==> src/rtl/triangle_midpoint_subdivide_macros.svh <==
// assertion macros shared by the triangle subdivider rtl
// expects signals named clk and rst_n in the module that uses them
`ifndef TRIANGLE_MIDPOINT_SUBDIVIDE_MACROS_SVH
`define TRIANGLE_MIDPOINT_SUBDIVIDE_MACROS_SVH

// same-cycle implication, disabled in reset
`define TMS_ASSERT_SAME(lbl, ante, cons) \
  lbl: assert property (@(posedge clk) disable iff (!rst_n) (ante) |-> (cons)) \
    else $error("same-cycle check failed");

// next-cycle implication, disabled in reset
`define TMS_ASSERT_NEXT(lbl, ante, cons) \
  lbl: assert property (@(posedge clk) disable iff (!rst_n) (ante) |=> (cons)) \
    else $error("next-cycle check failed");

`endif

==> src/rtl/tms_pkg.sv <==
// shared constants, child codes and width helpers for the triangle subdivider
// no dependencies
package tms_pkg;

  // child triangle codes, in output order
  localparam logic [1:0] CHILD_TOP = 2'd0;
  localparam logic [1:0] CHILD_BR  = 2'd1;
  localparam logic [1:0] CHILD_BL  = 2'd2;
  localparam logic [1:0] CHILD_MID = 2'd3;

  // unit component holds at most 2^30, so 31 quotient bits
  localparam int Q_BITS  = 31;
  localparam int U_SHIFT = 36;
  localparam int R_SHIFT = 30;

  // width of the pre-shifted magnitude t
  function automatic int tri_t_width(input int cw);
    return ((cw > 24) ? 24 : cw) + 1;
  endfunction

  // width of floor(sqrt(S * 1024))
  function automatic int sqrt_width(input int cw);
    int tw;
    tw = tri_t_width(cw);
    return (2 * tw + 2 + 10 + 1) / 2;
  endfunction

  // cycles from input register to registered midpoint
  function automatic int lane_latency(input int cw);
    return sqrt_width(cw) + Q_BITS + 6;
  endfunction

endpackage

==> src/rtl/tms_emit.sv <==
// merging stage: holds one parent with its midpoints and sends four children
// uses tms_pkg for the child codes
module tms_emit #(
  parameter int COORD_WIDTH = 24
) (
  input  logic                        clk,
  input  logic                        rst_n,
  input  logic                        tri_valid,
  output logic                        can_load,
  input  logic [2:0][COORD_WIDTH-1:0] a,
  input  logic [2:0][COORD_WIDTH-1:0] b,
  input  logic [2:0][COORD_WIDTH-1:0] c,
  input  logic [2:0][COORD_WIDTH-1:0] m0,
  input  logic [2:0][COORD_WIDTH-1:0] m1,
  input  logic [2:0][COORD_WIDTH-1:0] m2,
  output logic                        out_valid,
  input  logic                        out_ready,
  output logic [2:0][COORD_WIDTH-1:0] cp,
  output logic [2:0][COORD_WIDTH-1:0] cq,
  output logic [2:0][COORD_WIDTH-1:0] cr,
  output logic [1:0]                  idx,
  output logic                        last
);
  import tms_pkg::*;

  logic       busy_r, busy_nxt;
  logic [1:0] idx_r, idx_nxt;
  logic [2:0][COORD_WIDTH-1:0] a_r, b_r, c_r, m0_r, m1_r, m2_r;
  logic take, load;

  assign last     = (idx_r == CHILD_MID);
  assign take     = busy_r && out_ready;
  assign can_load = !busy_r || (take && last);
  assign load     = tri_valid && can_load;

  always_comb begin
    busy_nxt = busy_r;
    idx_nxt  = idx_r;
    if (load) begin
      busy_nxt = 1'b1;
      idx_nxt  = CHILD_TOP;
    end else if (take) begin
      busy_nxt = !last;
      idx_nxt  = idx_r + 2'd1;
    end
  end

  always_ff @(posedge clk) begin
    if (!rst_n) begin
      busy_r <= 1'b0;
      idx_r  <= CHILD_TOP;
    end else begin
      busy_r <= busy_nxt;
      idx_r  <= idx_nxt;
    end
  end

  always_ff @(posedge clk) begin
    if (load) begin
      a_r  <= a;
      b_r  <= b;
      c_r  <= c;
      m0_r <= m0;
      m1_r <= m1;
      m2_r <= m2;
    end
  end

  always_comb begin
    case (idx_r)
      CHILD_TOP: begin cp = a_r;  cq = m0_r; cr = m2_r; end
      CHILD_BR:  begin cp = m0_r; cq = b_r;  cr = m1_r; end
      CHILD_BL:  begin cp = m2_r; cq = m1_r; cr = c_r;  end
      CHILD_MID: begin cp = m1_r; cq = m2_r; cr = m0_r; end
      default:   begin cp = a_r;  cq = m0_r; cr = m2_r; end
    endcase
  end

  assign out_valid = busy_r;
  assign idx       = idx_r;

endmodule

==> config.mk <==
export PLATFORM = sky130hd
export DESIGN_NAME = tms_emit
export DESIGN_NICKNAME = d
export VERILOG_FILES = /design/src/rtl/triangle_midpoint_subdivide_macros.svh /design/src/rtl/tms_pkg.sv /design/src/rtl/tms_emit.sv
export SDC_FILE = /design/constraint.sdc
export NUM_CORES = 1
export LEC_CHECK = 0
export BUFFER_PORTS_ARGS = -buffer_cell sky130_fd_sc_hd__buf_4
export CORE_AREA = 5 5 253 255
export DETAILED_ROUTE_END_ITERATION = 7
export DIE_AREA = 0 0 258 260
export GPL_ROUTABILITY_DRIVEN = 0
export PLACE_DENSITY = 0.58
export SLEW_MARGIN = 20
export SYNTH_ARGS = -nofsm -noshare
export SYNTH_HDL_FRONTEND = slang
export SYNTH_SLANG_ARGS = --single-unit
==> constraint.sdc <==
create_clock -name clk -period 14.13 [get_ports clk]
set_input_delay 0.7065 -clock clk [delete_from_list [all_inputs] [get_ports clk]]
set_output_delay 0.7065 -clock clk [all_outputs]
set_load 0.02 [all_outputs]
==> results of run 1 <==
[state kept, by name, indices dropped and copies added (netlist names)]
| signal | flops |
|---|---|
| m2_r | 72 |
| m0_r | 72 |
| m1_r | 72 |
| b_r | 72 |
| c_r | 72 |
| a_r | 72 |
| out_valid | 1 |
| idx | 2 |
[cell type report]
cell class / instances / area, sq um
Antenna cell: 10 / 25.0
Clock buffer: 59 / 1260
Clock inverter: 33 / 372
Fill cell: 5661 / 35300
Inverter: 220 / 826
Multi-Input combinational cell: 445 / 4500
Sequential cell: 435 / 13000
Tap cell: 790 / 988
Timing Repair Buffer: 671 / 5070
[layout by cell type, fill, tap and decap left out, drive strengths merged, types with 3 or more instances in the layout]
| cell | netlist | routed |
|---|---|---|
| a222oi | 216 | 216 |
| mux2i | 216 | 216 |
| clkinvlp | 0 | 3 |
| diode | 0 | 10 |
| clkbuf | 19 | 59 |
| a21bo | 3 | 3 |
| inv | 220 | 224 |
| bufinv | 0 | 7 |
| ha | 4 | 4 |
| clkinv | 0 | 19 |
| dfxtp | 3 | 3 |
| edfxtp | 432 | 432 |
| buf | 77 | 671 |
[where the power goes]
group          leakage, nW  switching (mW)  internal (mW)
Sequential            4.14          0.0393           1.51
Combinational         6.76           0.198          0.175
Clock                0.801           0.536          0.771
Total                 11.7           0.773           2.46
[critical path, stage by stage, from the launching register on]
cell and delay [ns]:
dfxtp_1 0.40, inv_1 0.20, ha_4 0.54, buf_4 0.56, buf_4 0.76, buf_4 0.82
mux2i_1 0.32, buf_4 0.18
[synthesized netlist by cell type, types with 2 or more instances]
cell type / n / area share
edfxtp_1: 432 / 0.69
inv_1: 220 / 0.044
a222oi_1: 216 / 0.11
mux2i_1: 216 / 0.11
buf_2: 54 / 0.014
buf_6: 19 / 0.011
clkbuf_1: 19 / 0.0038
ha_1: 4 / 0.0027
a21bo_2: 3 / 0.0016
buf_1: 3 / 0.00060
dfxtp_1: 3 / 0.0032
a221oi_1: 2 / 0.00093
[per-stage QoR]
stage | setup slack (ns) | util
2_1_floorplan | 2.09 | -
3_3_place_gp | 9.62 | 0.397
3_5_place_dp | 9.47 | 0.397
4_1_cts | 8.80 | 0.424
5_1_grt | 8.65 | 0.425
6_report | 8.91 | 0.425
[kinds of logic (layout without fill, tap and decap cells)]
| logic type | after synthesis | after routing | share of synthesized area |
|---|---|---|---|
| multiplexers | 216 | 216 | 0.115 |
| buffers and inverters | 316 | 983 | 0.0742 |
| other | 0 | 10 | 0 |
| AND/OR/NAND/NOR | 3 | 3 | 0.000994 |
| adder cells (fa/ha/maj) | 4 | 4 | 0.00265 |
| flip-flops | 435 | 435 | 0.690 |
| AO/OA/AOI/OAI | 222 | 222 | 0.117 |
[final timing paths]
kind              from       end  slack (ns)  cells after the start
max             idx[0]    cr[70]        8.91                      7
min             m2[33]  m2_r[33]        0.29                      1
max reg2reg     idx[0]    b_r[5]        9.81                      5
min reg2reg  out_valid    idx[1]        0.58                      2
[per-layer routing]
layer / routed length, um / track usage
met5: 0 / 0
met4: 2950 / 0.0887
met3: 6010 / 0.0583
met2: 32200 / 0.302
met1: 22900 / 0.201
==> flow_metrics.tcl, run 1 <==
set metrics [dict create \
    hold_violations 0 \
    synth_warnings 0 \
    grt_max_degree 167 \
    holdBufCountCts 0 \
    ys_types 17 \
    powerDensity_nw_per_um2 124 \
    arrival_ns 4.51 \
    p_leak_nw 11.7 \
    first_global_vias 13945 \
    ys_seq_area_frac 0.690 \
    die_h_um 260 \
    clk_latency_ns 0.58 \
    first_pass_iters 8 \
    tightest_slew_ns 1.08 \
    nets 2262 \
    async_reset_ff_frac 0 \
    cts_resized 0 \
    grtUsageTotal 0.177 \
    hold_path.class "in2reg" \
    postCtsSetupRepairBufs 0 \
    routed_via_density 5.14 \
    synth_fp_nets 1636 \
    startpoint_type "flip-flop" \
    syn-cell-area_sq_um 18900 \
    portBuffers 656 \
    violations "design-rule violations" \
    die-area_sq_um 67100 \
    ant_nets 0 \
    yosys_register_bits 435 \
    drc_errors 3 \
    start_util 0.308 \
    grt_antenna_before_repair 10 \
    placed_area_sq_um 24400 \
    routedWlPerCell_um 24.0 \
    cp-end-kind "output pin" \
    num_vias 13687 \
    fp-row-count 91 \
    fin_cells 2663 \
    max-cap-violations 0 \
    critPathMaxFanout 56 \
    placed_cells 2560 \
    path_clk_slew_ns 0.06 \
    drt-initial-drc-count 1877 \
    grt_pass1_wl_mm 90.4 \
    detail_route.wirelength_mm 64.0 \
    cts_buffers 49 \
    layout_min_cycle_time_ns 5.22 \
    ir_worst_vdd_uv 94.2 \
    status "finished with violations" \
    fin_tns_setup_ns 0 \
    hpwl_mm 46.3 \
    finalCritPeriodShare 0.369 \
    final_layout_size_suffix_gt1_frac 0.406 \
    grt_setup_unrepaired "no" \
    grt_overflow_total 0 \
    synth_edf_count 432 \
    syn_inst 1196 \
    crit_type "reg2out" \
    max_freq_mhz 192 \
    ys.flop_type "edfxtp_1" \
    htree_levels 2 \
    fin_area_sq_um 26100 \
    fin_skew_ns 0.0234 \
    core_area_sq_um 61400 \
    clock_sinks 435 \
    ctsRootBufferMaster "clkbuf_16" \
    max_slew_margin 0.277 \
    cts_tree "yes" \
    power.total_mw 3.23 \
    whs_ns 0.289 \
    clk_path_buf_depth 3 \
    finalSetupViolCount 0 \
    avgSynthCellArea_sq_um 15.8 \
    area_growth_syn_to_layout_pct 38.1 \
    required_ns 13.42 \
    pin_count 657 \
    maxSlewViolCount 0 \
    die_w_um 258 \
]
(Power assumes the default switching activity.)
==> run 2, diff against run 1 <==
==> constraint.sdc (replaced) <==
create_clock -name clk -period 5 [get_ports clk]
set_input_delay 0.25 -clock clk [delete_from_list [all_inputs] [get_ports clk]]
set_output_delay 0.25 -clock clk [all_outputs]
set_load 0.02 [all_outputs]
==> run 2 against run 1 <==
  * The run still ends with design-rule violations left
  * Setup slack got worse by 7.3 ns
  * Non-clock buffer count increased by 443
  * Count of clock-buffer cells in the layout increased by 1
  * Sequential cell count unchanged
  * Largest power group unchanged
  * Critical path type unchanged
==> flow_metrics.tcl, run 2 (synthesis results as in run 1) <==
set metrics [dict create \
    path_clk_slew_ns 0.06 \
    drt-initial-drc-count 2096 \
    routedWlPerCell_um 22.3 \
    setup_ws_ns 1.59 \
    hpwl_mm 47.5 \
    rr_endpoint "m0_r[27]" \
    rr_worst_depth 4 \
    die_h_um 260 \
    drc_errors 10 \
    fin_skew_ns 0.0131 \
    slowest_delay_ns 0.66 \
    clk_latency_ns 0.57 \
    num_vias 15615 \
    cp_slowest_cell "a222oi_1" \
    layout_common_cells "666 x buf_4, 436 x dlygate4sd3_1, 432 x edfxtp_1" \
    maxSlewViolCount 0 \
    max_slew_margin 0.362 \
    first_pass_iters 8 \
    regArea_sq_um 13000 \
    finalSetupViolCount 0 \
    grt_setup_unrepaired "no" \
    r2r_setup_slack_ns 2.19 \
    start_util 0.308 \
    max_freq_mhz 293 \
    required_ns 4.75 \
    final_layout_size_suffix_gt1_frac 0.327 \
    worstHoldStart "out_ready" \
    pin_count 657 \
    path_cells "inv_1, ha_4, buf_12, a222oi_1, mux2i_1, buf_4" \
    path_buf_inv 3 \
    hold_depth 3 \
    utilization 0.497 \
    core_area_sq_um 61400 \
    grt_max_degree 114 \
    die-area_sq_um 67100 \
    min_to "out_valid" \
    multiInputGateArea_sq_um 4500 \
    grt_antenna_before_repair 9 \
    clk_path_buf_depth 3 \
    hold_violations 0 \
    critPathMaxFanout 65 \
    grt_overflow_total 0 \
    ctsRootBufferMaster "clkbuf_16" \
    cts_tree "yes" \
    routed_via_density 5.04 \
    crit_family "buffers and inverters" \
    ant_nets 0 \
    portBuffers 656 \
    pre_cts_ws_ns 2.16 \
    fin_area_sq_um 30500 \
    detail_route.wirelength_mm 69.0 \
    violations "design-rule violations" \
    tightest_slew_ns 0.957 \
    arrival_ns 3.16 \
    reg2reg_from "idx[0]" \
    htree_levels 2 \
    finalCritPeriodShare 0.682 \
    hold_path.class "in2reg" \
    die_w_um 258 \
    cts_resized 0 \
    whs_ns 0.0850 \
    nFillCells 5130 \
    startpoint_type "flip-flop" \
    grtUsageTotal 0.192 \
    powerDensity_nw_per_um2 304 \
    final_common_cell "buf_4" \
    p_leak_nw 13.5 \
    cts_buffers 48 \
    clock_sinks 435 \
    crit_type "reg2out" \
    status "finished with violations" \
    cp-end-kind "output pin" \
    area_growth_syn_to_layout_pct 61.6 \
    placed_area_sq_um 24600 \
    layout_min_cycle_time_ns 3.41 \
    nets 2704 \
    max-cap-violations 0 \
    fp-row-count 91 \
    first_global_vias 16507 \
    grt_pass1_wl_mm 99.8 \
    fin_tns_setup_ns 0 \
    ir_worst_vdd_uv 420 \
]
==> run 2: cell type report <==
| class | instances | area share |
|---|---|---|
| clock buffer | 60 | 0.0415 |
| inverter | 220 | 0.0271 |
| sequential | 435 | 0.427 |
| multi-input combinational | 445 | 0.147 |
| clock inverter | 27 | 0.00886 |
| timing repair buffer | 1114 | 0.315 |
| tap | 790 | 0.0324 |
| antenna | 8 | 0.000656 |
==> run 2: routing by layer <==
metal / vias up / wire, um / track usage / part of all wire
met5: - / 0 / 0 / 0
li1: 7010 / - / - / -
met3: 145 / 4930 / 0.0418 / 0.071
met4: 0 / 2420 / 0.0725 / 0.035
met2: 813 / 35600 / 0.339 / 0.52
met1: 7647 / 26100 / 0.229 / 0.38
==> run 2: report_power, final <==
part,internal (mW),switching [mW],leakage [nW]
Combinational,0.728,0.652,8.66
Sequential,4.26,0.122,4.14
Clock,2.05,1.45,0.739
Total,7.04,2.22,13.5
==> run 2: timing repair <==
action | CTS | global route
buffers inserted | 0 | 0
setup endpoints to repair | 0 | 0
hold endpoints to repair | 435 | 0
hold buffers | 436 | 0
==> run 2: tightest hold or removal path, delay by kind of cell <==
family | cells | cell delay (ns)
compound gates | 2 | 0.24
buf+inv | 1 | 0.11
==> run 2: metrics by stage <==
step / std cells / power, mW
after floorplan: 1196 / 4.90
final: 3099 / 9.26
after detailed placement: 2568 / 5.53
after global routing: 3099 / 9.61
after global placement: 2568 / 5.52
after CTS: 3091 / 9.36
==> run 2: worst max path at each step <==
| stage | startpoint | to | cells past startpoint |
|---|---|---|---|
| 2_1_floorplan | idx[0] | a_r[0] | 5 |
| 3_3_place_gp | idx[0] | cp[8] | 6 |
| 3_5_place_dp | idx[0] | cp[8] | 6 |
| 4_1_cts | idx[0] | cp[8] | 6 |
| 5_1_grt | idx[0] | cp[8] | 6 |
| 6_report | idx[0] | cp[8] | 6 |
